[src/hw/rtl/prq_pkg.sv]
package prq_pkg;

	typedef enum logic [2:0] {
		CMD_PUSH_HEAD  = 3'd0,
		CMD_PUSH_TAIL  = 3'd1,
		CMD_REMOVE     = 3'd2,
		CMD_SET_STATUS = 3'd3,
		CMD_SCHEDULE   = 3'd4
	} cmd_t;

	localparam logic [1:0] TS_READY   = 2'd0;
	localparam logic [1:0] TS_RUNNING = 2'd1;
	localparam logic [1:0] TS_BLOCKED = 2'd2;

	typedef enum logic [2:0] {
		FS_IDLE,
		FS_EXEC,
		FS_TAIL,
		FS_SCAN,
		FS_FALLBK,
		FS_COMMIT
	} fsm_t;

	// write enables into the link tables
	typedef struct packed {
		logic tw;       // thread entry: next, prev, in-queue flag
		logic tw_meta;  // thread entry: level and cpu
		logic st0;
		logic st1;
		logic nl;
		logic pl;
		logic hd;
	} tbl_we_t;

endpackage

[src/hw/rtl/prq_tables.sv]
module prq_tables #(
	parameter int NT = 16,
	parameter int NL = 8,
	parameter int NC = 4,
	localparam int TW = $clog2(NT),
	localparam int LKW = TW + 1,
	localparam int LW = (NL > 1) ? $clog2(NL) : 1,
	localparam int CW = (NC > 1) ? $clog2(NC) : 1,
	localparam int SLOTS = NC * NL,
	localparam int SW = (SLOTS > 1) ? $clog2(SLOTS) : 1
) (
	input  logic             clk,
	input  logic             arst_n,
	input  prq_pkg::tbl_we_t we,
	input  logic [TW-1:0]    tw_id,
	input  logic [LKW-1:0]   tw_next,
	input  logic [LKW-1:0]   tw_prev,
	input  logic [LW-1:0]    tw_level,
	input  logic [CW-1:0]    tw_cpu,
	input  logic             tw_inq,
	input  logic [TW-1:0]    st0_id,
	input  logic [1:0]       st0_val,
	input  logic [TW-1:0]    st1_id,
	input  logic [1:0]       st1_val,
	input  logic [TW-1:0]    nl_id,
	input  logic [LKW-1:0]   nl_val,
	input  logic [TW-1:0]    pl_id,
	input  logic [LKW-1:0]   pl_val,
	input  logic [SW-1:0]    hd_widx,
	input  logic [LKW-1:0]   hd_val,
	input  logic [TW-1:0]    rd_id,
	input  logic [SW-1:0]    hd_ridx,
	output logic [LKW-1:0]   rd_next,
	output logic [LKW-1:0]   rd_prev,
	output logic [LW-1:0]    rd_level,
	output logic [CW-1:0]    rd_cpu,
	output logic [1:0]       rd_state,
	output logic             rd_inq,
	output logic [LKW-1:0]   hd_rdata
);
	import prq_pkg::*;

	logic [LKW-1:0] next_q [NT];
	logic [LKW-1:0] prev_q [NT];
	logic [LW-1:0]  level_q [NT];
	logic [CW-1:0]  cpu_q [NT];
	logic [1:0]     state_q [NT];
	logic           inq_q [NT];
	logic [LKW-1:0] head_q [SLOTS];

	always_ff @(posedge clk or negedge arst_n) begin
		if (!arst_n) begin
			for (int i = 0; i < NT; i++) begin
				next_q[i]  <= '0;
				prev_q[i]  <= '0;
				level_q[i] <= '0;
				cpu_q[i]   <= '0;
				state_q[i] <= TS_READY;
				inq_q[i]   <= 1'b0;
			end
			for (int i = 0; i < SLOTS; i++) begin
				head_q[i] <= '0;
			end
		end else begin
			if (we.tw) begin
				next_q[tw_id] <= tw_next;
				prev_q[tw_id] <= tw_prev;
				inq_q[tw_id]  <= tw_inq;
			end
			if (we.tw_meta) begin
				level_q[tw_id] <= tw_level;
				cpu_q[tw_id]   <= tw_cpu;
			end
			if (we.nl)
				next_q[nl_id] <= nl_val;
			if (we.pl)
				prev_q[pl_id] <= pl_val;
			if (we.st0)
				state_q[st0_id] <= st0_val;
			if (we.st1)
				state_q[st1_id] <= st1_val;
			if (we.hd)
				head_q[hd_widx] <= hd_val;
		end
	end

	assign rd_next  = next_q[rd_id];
	assign rd_prev  = prev_q[rd_id];
	assign rd_level = level_q[rd_id];
	assign rd_cpu   = cpu_q[rd_id];
	assign rd_state = state_q[rd_id];
	assign rd_inq   = inq_q[rd_id];
	assign hd_rdata = head_q[hd_ridx];

endmodule

[src/hw/rtl/priority_ready_queue_scheduler_unit.sv]
// Priority ready-queue scheduler for several CPUs.
// A request is taken when start is high and busy is low; the fields command,
// cpu, thread, priority_req and new_status are sampled at that edge. busy
// stays high until the result is issued. The result appears on next_thread,
// prev_thread, switched, idle and error for exactly one cycle with done high;
// the receiver cannot stall, so nothing waits.
// Push head, remove and set status finish in the execute state. Push tail
// into a non-empty list then walks the list to its last thread
// (one link read per cycle). Schedule walks the CPU's lists from the top
// level down, one list head or one list node per cycle, then falls back
// or commits. One request is in flight at a time. The shared table read
// port (one thread entry and one list head per cycle) sets the pace of
// these walks.
// Reset clears all lists, links and queue flags, sets every thread ready and
// leaves every CPU with no current thread; the block is ready at once.
module priority_ready_queue_scheduler_unit #(
	parameter int NUM_THREADS = 16,
	parameter int NUM_LEVELS  = 8,
	parameter int NUM_CPUS    = 4
) (
	input  logic       clk,
	input  logic       arst_n,
	input  logic       start,
	output logic       busy,
	input  logic [2:0] command,
	input  logic [1:0] cpu,
	input  logic [3:0] thread,
	input  logic [2:0] priority_req,
	input  logic [1:0] new_status,
	output logic       done,
	output logic [3:0] next_thread,
	output logic [3:0] prev_thread,
	output logic       switched,
	output logic       idle,
	output logic       error
);
	import prq_pkg::*;

	localparam int TW = $clog2(NUM_THREADS);
	localparam int LKW = TW + 1;
	localparam int LW = (NUM_LEVELS > 1) ? $clog2(NUM_LEVELS) : 1;
	localparam int CW = (NUM_CPUS > 1) ? $clog2(NUM_CPUS) : 1;
	localparam int SLOTS = NUM_CPUS * NUM_LEVELS;
	localparam int SW = (SLOTS > 1) ? $clog2(SLOTS) : 1;
	localparam logic [LW-1:0] TOP_LVL = LW'(NUM_LEVELS - 1);

	function automatic logic [SW-1:0] slot_of(logic [CW-1:0] c, logic [LW-1:0] l);
		return SW'(32'(c) * NUM_LEVELS + 32'(l));
	endfunction

	fsm_t fs_q, fs_d;
	logic [2:0]     cmd_q;
	logic [CW-1:0]  cpu_q;
	logic           cpu_ok_q;
	logic [TW-1:0]  tid_q;
	logic           tid_ok_q;
	logic [LW-1:0]  lv_q;
	logic [1:0]     nst_q;
	logic [LW-1:0]  lvl_q;
	logic [LKW-1:0] lk_q;
	logic [TW-1:0]  cur_q;
	logic [TW-1:0]  pick_q;
	logic [LKW-1:0] run_q [NUM_CPUS];
	logic           done_q;
	logic [3:0]     nxt_q, prv_q;
	logic           sw_q, idl_q, err_q;

	tbl_we_t        we;
	logic [TW-1:0]  tw_id, st0_id, st1_id, nl_id, pl_id, rd_id;
	logic [LKW-1:0] tw_next, tw_prev, nl_val, pl_val, hd_val;
	logic           tw_inq;
	logic [1:0]     st0_val, st1_val;
	logic [SW-1:0]  hd_widx, hd_ridx;
	logic [LKW-1:0] rd_next, rd_prev, hd_rdata;
	logic [LW-1:0]  rd_level;
	logic [CW-1:0]  rd_cpu;
	logic [1:0]     rd_state;
	logic           rd_inq;

	logic           fin;
	logic [3:0]     r_nxt, r_prv;
	logic           r_sw, r_idl, r_err;
	logic           run_we;
	logic [LKW-1:0] run_cur, me;
	logic           accept;
	logic           pick_hit;

	assign accept  = start && !busy;
	assign busy    = (fs_q != FS_IDLE);
	assign run_cur = run_q[cpu_q];
	assign me      = {1'b1, tid_q};
	assign pick_hit = lk_q[TW] && rd_state == TS_READY
		&& !(run_cur[TW] && run_cur[TW-1:0] == lk_q[TW-1:0]);

	prq_tables #(.NT(NUM_THREADS), .NL(NUM_LEVELS), .NC(NUM_CPUS)) u_tables (
		.clk(clk), .arst_n(arst_n), .we(we),
		.tw_id(tw_id), .tw_next(tw_next), .tw_prev(tw_prev),
		.tw_level(lv_q), .tw_cpu(cpu_q), .tw_inq(tw_inq),
		.st0_id(st0_id), .st0_val(st0_val), .st1_id(st1_id), .st1_val(st1_val),
		.nl_id(nl_id), .nl_val(nl_val), .pl_id(pl_id), .pl_val(pl_val),
		.hd_widx(hd_widx), .hd_val(hd_val), .rd_id(rd_id), .hd_ridx(hd_ridx),
		.rd_next(rd_next), .rd_prev(rd_prev), .rd_level(rd_level), .rd_cpu(rd_cpu),
		.rd_state(rd_state), .rd_inq(rd_inq), .hd_rdata(hd_rdata)
	);

	// read port addressing
	always_comb begin
		rd_id   = tid_q;
		hd_ridx = slot_of(cpu_q, lv_q);
		case (fs_q)
			FS_TAIL:   rd_id = cur_q;
			FS_SCAN: begin
				rd_id   = lk_q[TW-1:0];
				hd_ridx = slot_of(cpu_q, lvl_q);
			end
			FS_FALLBK: rd_id = run_cur[TW-1:0];
			FS_COMMIT: rd_id = run_cur[TW-1:0];
			default:   rd_id = tid_q;
		endcase
	end

	// next state
	always_comb begin
		fs_d = fs_q;
		case (fs_q)
			FS_IDLE:
				if (accept)
					fs_d = FS_EXEC;
			FS_EXEC: begin
				fs_d = FS_IDLE;
				if (cmd_q == CMD_PUSH_TAIL && tid_ok_q && cpu_ok_q && !rd_inq && hd_rdata[TW])
					fs_d = FS_TAIL;
				if (cmd_q == CMD_SCHEDULE && cpu_ok_q)
					fs_d = FS_SCAN;
			end
			FS_TAIL:
				if (!rd_next[TW])
					fs_d = FS_IDLE;
			FS_SCAN:
				if (lk_q[TW]) begin
					if (pick_hit)
						fs_d = FS_COMMIT;
					else if (!rd_next[TW] && lvl_q == '0)
						fs_d = FS_FALLBK;
				end else if (!hd_rdata[TW] && lvl_q == '0) begin
					fs_d = FS_FALLBK;
				end
			FS_FALLBK: fs_d = FS_IDLE;
			FS_COMMIT: fs_d = FS_IDLE;
			default:   fs_d = FS_IDLE;
		endcase
	end

	// table writes and results
	always_comb begin
		we      = '0;
		tw_id   = tid_q;
		tw_next = '0;
		tw_prev = '0;
		tw_inq  = 1'b0;
		st0_id  = tid_q;
		st0_val = TS_READY;
		st1_id  = pick_q;
		st1_val = TS_RUNNING;
		nl_id   = rd_prev[TW-1:0];
		nl_val  = rd_next;
		pl_id   = rd_next[TW-1:0];
		pl_val  = rd_prev;
		hd_widx = slot_of(cpu_q, lv_q);
		hd_val  = me;
		fin     = 1'b0;
		r_nxt   = '0;
		r_prv   = '0;
		r_sw    = 1'b0;
		r_idl   = 1'b0;
		r_err   = 1'b0;
		run_we  = 1'b0;
		case (fs_q)
			FS_EXEC: begin
				fin = 1'b1;
				case (cmd_q)
					CMD_PUSH_HEAD, CMD_PUSH_TAIL: begin
						if (!tid_ok_q || !cpu_ok_q || rd_inq) begin
							r_err = 1'b1;
						end else if (!hd_rdata[TW]) begin
							we.tw = 1'b1; we.tw_meta = 1'b1; we.st0 = 1'b1; we.hd = 1'b1;
							tw_inq = 1'b1;
						end else if (cmd_q == CMD_PUSH_HEAD) begin
							we.tw = 1'b1; we.tw_meta = 1'b1; we.st0 = 1'b1; we.hd = 1'b1;
							we.pl = 1'b1;
							tw_inq  = 1'b1;
							tw_next = hd_rdata;
							pl_id   = hd_rdata[TW-1:0];
							pl_val  = me;
						end else begin
							fin = 1'b0;
						end
					end
					CMD_REMOVE: begin
						if (!tid_ok_q || !rd_inq) begin
							r_err = 1'b1;
						end else begin
							we.tw = 1'b1;
							if (rd_prev[TW])
								we.nl = 1'b1;
							else
								we.hd = 1'b1;
							hd_widx = slot_of(rd_cpu, rd_level);
							hd_val  = rd_next;
							we.pl   = rd_next[TW];
						end
					end
					CMD_SET_STATUS: begin
						we.st0  = tid_ok_q && (nst_q == TS_READY || nst_q == TS_RUNNING
							|| nst_q == TS_BLOCKED);
						st0_val = nst_q;
					end
					CMD_SCHEDULE: begin
						if (!cpu_ok_q)
							r_idl = 1'b1;
						else
							fin = 1'b0;
					end
					default: ;
				endcase
			end
			FS_TAIL:
				if (!rd_next[TW]) begin
					fin = 1'b1;
					we.nl = 1'b1; we.tw = 1'b1; we.tw_meta = 1'b1; we.st0 = 1'b1;
					nl_id   = cur_q;
					nl_val  = me;
					tw_inq  = 1'b1;
					tw_prev = {1'b1, cur_q};
				end
			FS_FALLBK: begin
				fin = 1'b1;
				if (run_cur[TW] && rd_state == TS_READY) begin
					r_nxt = 4'(run_cur[TW-1:0]);
					r_prv = 4'(run_cur[TW-1:0]);
				end else begin
					r_idl = 1'b1;
				end
			end
			FS_COMMIT: begin
				fin    = 1'b1;
				r_sw   = 1'b1;
				r_nxt  = 4'(pick_q);
				run_we = 1'b1;
				we.st1 = 1'b1;
				if (run_cur[TW]) begin
					r_prv  = 4'(run_cur[TW-1:0]);
					st0_id = run_cur[TW-1:0];
					we.st0 = (rd_state == TS_RUNNING);
				end else begin
					r_prv = 4'(pick_q);
				end
			end
			default: ;
		endcase
	end

	always_ff @(posedge clk or negedge arst_n) begin
		if (!arst_n) begin
			fs_q   <= FS_IDLE;
			done_q <= 1'b0;
			for (int i = 0; i < NUM_CPUS; i++)
				run_q[i] <= '0;
		end else begin
			fs_q   <= fs_d;
			done_q <= fin;
			if (run_we)
				run_q[cpu_q] <= {1'b1, pick_q};
		end
	end

	always_ff @(posedge clk) begin
		if (accept) begin
			cmd_q    <= command;
			cpu_q    <= CW'(cpu);
			cpu_ok_q <= (32'(cpu) < NUM_CPUS);
			tid_q    <= TW'(thread);
			tid_ok_q <= (32'(thread) < NUM_THREADS);
			lv_q     <= (32'(priority_req) >= NUM_LEVELS) ? TOP_LVL : LW'(priority_req);
			nst_q    <= new_status;
			lvl_q    <= TOP_LVL;
			lk_q     <= '0;
		end
		if (fs_q == FS_EXEC)
			cur_q <= hd_rdata[TW-1:0];
		if (fs_q == FS_TAIL && rd_next[TW])
			cur_q <= rd_next[TW-1:0];
		if (fs_q == FS_SCAN) begin
			if (lk_q[TW]) begin
				if (pick_hit) begin
					pick_q <= lk_q[TW-1:0];
				end else if (rd_next[TW]) begin
					lk_q <= rd_next;
				end else begin
					lk_q <= '0;
					if (lvl_q != '0)
						lvl_q <= lvl_q - 1'b1;
				end
			end else if (hd_rdata[TW]) begin
				lk_q <= hd_rdata;
			end else if (lvl_q != '0) begin
				lvl_q <= lvl_q - 1'b1;
			end
		end
		if (fin) begin
			nxt_q <= r_nxt;
			prv_q <= r_prv;
			sw_q  <= r_sw;
			idl_q <= r_idl;
			err_q <= r_err;
		end
	end

	assign done        = done_q;
	assign next_thread = nxt_q;
	assign prev_thread = prv_q;
	assign switched    = sw_q;
	assign idle        = idl_q;
	assign error       = err_q;

endmodule

[config.mk]
export PLATFORM = sky130hd
export DESIGN_NAME = priority_ready_queue_scheduler_unit
export DESIGN_NICKNAME = d
export VERILOG_FILES = /design/src/hw/rtl/prq_pkg.sv /design/src/hw/rtl/prq_tables.sv /design/src/hw/rtl/priority_ready_queue_scheduler_unit.sv
export SDC_FILE = /design/constraint.sdc
export NUM_CORES = 1
export LEC_CHECK = 0
export ABC_AREA = 1
export BUFFER_PORTS_ARGS = -buffer_cell sky130_fd_sc_hd__buf_4
export CORE_MARGIN = 1
export CORE_UTILIZATION = 58
export DETAILED_ROUTE_END_ITERATION = 10
export PLACE_DENSITY_LB_ADDON = 0.3
export SLEW_MARGIN = 10
export SYNTH_ARGS = -nofsm -noshare
export SYNTH_HDL_FRONTEND = slang
export SYNTH_SLANG_ARGS = --single-unit
[constraint.sdc]
create_clock -name clk -period 3.5 [get_ports clk]
set_clock_uncertainty 0.1 [all_clocks]
set_input_delay 0.7 -clock clk [delete_from_list [all_inputs] [get_ports clk]]
set_output_delay 0.7 -clock clk [all_outputs]
set_load 0.05 [all_outputs]
==> flow_summary.toml <==
[worst_setup_path]
timing.setup.critical_path_class = "flop to flop"
timing.critical_path.arrival_ns = 4.02
crit_required_ns = 3.98
path_cells = "ha_4 > clkinv_1 > nand2_1 > nor2_2 > nand2_4 > nand2_8 > buf_6 > nand2_1 > nand3_1 > nand3_1 > nand3_1 > nand2_2 > nand3_1 > a21oi_4 > nand3_2 > buf_12 > nor2_1 > buf_4 > nand2_1 > nand2_1"
end_kind = "flop"
worstPathMaxFanout = 38
critical_path.slowest_cell = "sky130_fd_sc_hd__dfrtp_2"
timing.critical_path.from_type = "flop"
number_of_cells_on_the_worst_reg_to_reg_path = 20
critical_path.startpoint = "fs_q[2]$_DFFE_PN0P_"
cpPeakStageDelay_ns = 0.46
crit_cells = 20
worstReg2RegStart = "fs_q[2]$_DFFE_PN0P_"
crit_buf_inv = 4
crit_family = "simple AND/OR/NAND/NOR gates"

[min_path]
worst_hold_path_type = "primary input to async pin"

[logic_synthesis]
synth.net_count = 4391
synth_enable_flop_cells = 33
primary_ff_master_synth = "sky130_fd_sc_hd__dfrtp_1"
yosysUniqueCellTypes = 46
ys_seq_area_frac = 0.4311
postSynth.asyncResetShare = 0.9201
syn_avg_cell_area_um2 = 6.878
ys_top_cells_by_area = "sky130_fd_sc_hd__dfrtp_1 39%, sky130_fd_sc_hd__nand2_1 25%, sky130_fd_sc_hd__nand3_1 11%, sky130_fd_sc_hd__o21ai_0 5.6%, sky130_fd_sc_hd__edfxtp_1 3.3%"
synthDominantAreaCellType = "sky130_fd_sc_hd__dfrtp_1"
synth.cell_area_um2 = 30070
synth_cells = 4371
synth-warning-count = 0
number_of_synthesized_register_bits = 513
synth.top_cell.area_share = 0.3929

[drt]
drc = 0
drt_first_iter_violations = 4425
wirelength_um = 104900
dr.pass1.iters = 7
route.detailed.wl_per_inst_um = 19.73
detailroute.via_count = 32060
drt-vias-per-instance = 6.027
ant_nets = 0

[power_and_ir_drop]
peakVddDrop_mv = 0.5741
power.leakage_nw = 18.50
cellPowerDensity_nw_per_um2 = 929.4

[cells_and_area]
nets = 4613
num_antenna_cells = 0
area_delta_synth_final_pct = 22.36
mostFrequentLayoutCell = "sky130_fd_sc_hd__nand2_1"
final_cell_mix = "1923 x sky130_fd_sc_hd__nand2_1, 647 x sky130_fd_sc_hd__nand3_1, 471 x sky130_fd_sc_hd__dfrtp_1, 321 x sky130_fd_sc_hd__o21ai_0, 307 x sky130_fd_sc_hd__buf_4"
fillerInstances = 4003
fin_cells = 5319
post_route_cells_drive_above_1_share = 0.1623

[floorplan]
floorplan.initialDensity = 0.5860
die_height_um = 229.7
rows = 83
floorplan.die_area_um2 = 52750
floorplan.die.width_um = 229.7
boundaryPins = 30
floorplan.core_area_um2 = 51300

[sta]
tightest_slew_ns = 0.9061
whs_ns = -0.01865
slew-limit-headroom = 0.3937
finalSetupTns_ns = -0.08510
setup_repair_after_global_routing_missed_its_margin = "yes"
finalCriticalPeriod_ns = 3.535
final_critical_path_setup_slack_ns = -0.03490
final.period_utilization = 1.010
maxSlewViolCount = 0
setup_viol = 8
clock.fmax_mhz = 282.9
hold_violations = 17

[clock_network]
cts-buffers-inserted = 54
cts-root-buf = "sky130_fd_sc_hd__clkbuf_16"
clock_tree_from_tritoncts = "yes"
cts-root-to-sink-buffers = 3
clock_insertion_delay_worst_skew_ns = 0.65
cts_max_level = 2
post_cts_clock_slew_at_the_launch_and_capture_registers_of_the_worst_setup_and_hold_paths_ns = 0.07
numClockSinks = 513

[grt]
antenna_found_initial = 0
globalRoute.totalOverflow = 0
first_global_vias = 28930
grt_first_pass_wirelength_um = 156700
grt_util_all_layers = 0.3754
grt_start_max_net_pins = 75

[placement]
placedCellCount = 5154
place.port_buffers = 29
dp_worst_setup_slack_ns = -0.07337
place.gp.congestion = 0.9686
detailed_place_hpwl_um = 65830

[outcome]
violated_checks = "hold timing, setup timing"
run_status = "finished with violations"

[run]
maxCapViolCount = 0
[timing repair]
item / CTS / global route
endpoints found under the setup margin: 402 / 472
gates cloned: 2 / 19
pin swaps: 7 / 24
hold endpoints to repair: 0 / 0
buffers inserted: 6 / 37
resized for setup: 30 / 218
hold buffers: 0 / 0
[synthesized netlist by cell type (11+ instances only)]
| library cell | count |
|---|---|
| sky130_fd_sc_hd__a21oi_1 | 21 |
| sky130_fd_sc_hd__buf_1 | 12 |
| sky130_fd_sc_hd__buf_2 | 109 |
| sky130_fd_sc_hd__buf_4 | 32 |
| sky130_fd_sc_hd__buf_6 | 20 |
| sky130_fd_sc_hd__clkbuf_1 | 80 |
| sky130_fd_sc_hd__clkinv_1 | 18 |
| sky130_fd_sc_hd__dfrtp_1 | 472 |
| sky130_fd_sc_hd__edfxtp_1 | 33 |
| sky130_fd_sc_hd__inv_1 | 199 |
| sky130_fd_sc_hd__inv_2 | 13 |
| sky130_fd_sc_hd__nand2_1 | 2000 |
| sky130_fd_sc_hd__nand2_2 | 19 |
| sky130_fd_sc_hd__nand3_1 | 673 |
| sky130_fd_sc_hd__nand3b_1 | 15 |
| sky130_fd_sc_hd__nand4_1 | 18 |
| sky130_fd_sc_hd__nor2_1 | 108 |
| sky130_fd_sc_hd__nor2_2 | 15 |
| sky130_fd_sc_hd__nor2_4 | 11 |
| sky130_fd_sc_hd__o211ai_1 | 63 |
| sky130_fd_sc_hd__o21ai_0 | 339 |
| sky130_fd_sc_hd__o21ai_1 | 27 |
[cells by family (layout without fill, tap and decap cells)]
group | after synthesis | in the layout | share of synthesized area
simple gates | 2886 | 2890 | 0.4026
flops | 513 | 513 | 0.4311
mux | 9 | 9 | 0.003371
fa+ha+maj | 3 | 3 | 0.001249
compound gates | 470 | 470 | 0.08598
xor+xnor | 5 | 5 | 0.001457
buf+inv | 485 | 749 | 0.07420
[report_power, final]
group	internal, mW	switching (mW)	leakage [nW]
clock	4.18	2.64	1.04
sequential	7.91	1.30	6.87
combinational	6.58	11.6	10.6
[final timing paths]
kind | endpoint | slack, ns
setup reg to reg | u_tables.head_q[4]$_DFFE_PN0P_ | -0.03
hold reg to reg | run_q[4]$_DFFE_PN0P_ | 0.37
hold / removal | u_tables.prev_q[46]$_DFF_PN0_ | -0.02
min in group clk | cpu_q[0]$_DFFE_PP_ | 0.13
max in group asynchronous | u_tables.head_q[150]$_DFFE_PN0P_ | 2.45
setup / recovery | u_tables.head_q[4]$_DFFE_PN0P_ | -0.03
[flip-flops by register name, summed over array words and instances (netlist names), 2 cells and up]
register / cells
u_tables.head_q: 160
u_tables.next_q: 80
u_tables.prev_q: 80
u_tables.level_q: 48
u_tables.cpu_q: 32
u_tables.state_q: 32
run_q: 20
u_tables.inq_q: 16
lk_q: 5
cur_q: 4
next_thread: 4
pick_q: 4
prev_thread: 4
tid_q: 4
cmd_q: 3
fs_q: 3
lv_q: 3
lvl_q: 3
cpu_q: 2
nst_q: 2
[per-stage QoR]
step           instance area [um2]  hold WS (ns)  utilization  total power, mW
4_1_cts                      35310   0.000003442       0.6882            31.67
5_1_grt                      36790       0.01080       0.7171            35.67
3_3_place_gp                 32970        0.3460       0.6427            24.20
2_1_floorplan                30070        0.3044            -            18.20
6_report                     36790      -0.01865       0.7171            34.19
3_5_place_dp                 32970        0.3530       0.6427            24.53
[layer usage]
metal  vias up  track usage  part of all wire
met5         -            0                 0
met4         0       0.1996             0.066
met3       500      0.05345              0.11
met2      2137       0.5904              0.45
met1     14840       0.5046              0.37
li1      14580            -                 -
[cell type report]
| cell class | instances | area [um2] | area share |
|---|---|---|---|
| multi-input combinational | 3377 | 15620 | 0.4245 |
| sequential | 513 | 12960 | 0.3524 |
| timing repair buffer | 414 | 4323 | 0.1175 |
| clock buffer | 68 | 1546 | 0.04204 |
| inverter | 232 | 903.4 | 0.02456 |
| tap | 680 | 850.8 | 0.02313 |
| clock inverter | 34 | 578.1 | 0.01571 |
| timing repair inverter | 1 | 7.507 | 0.0002041 |
No activity file was read; power rests on OpenSTA's default activity.
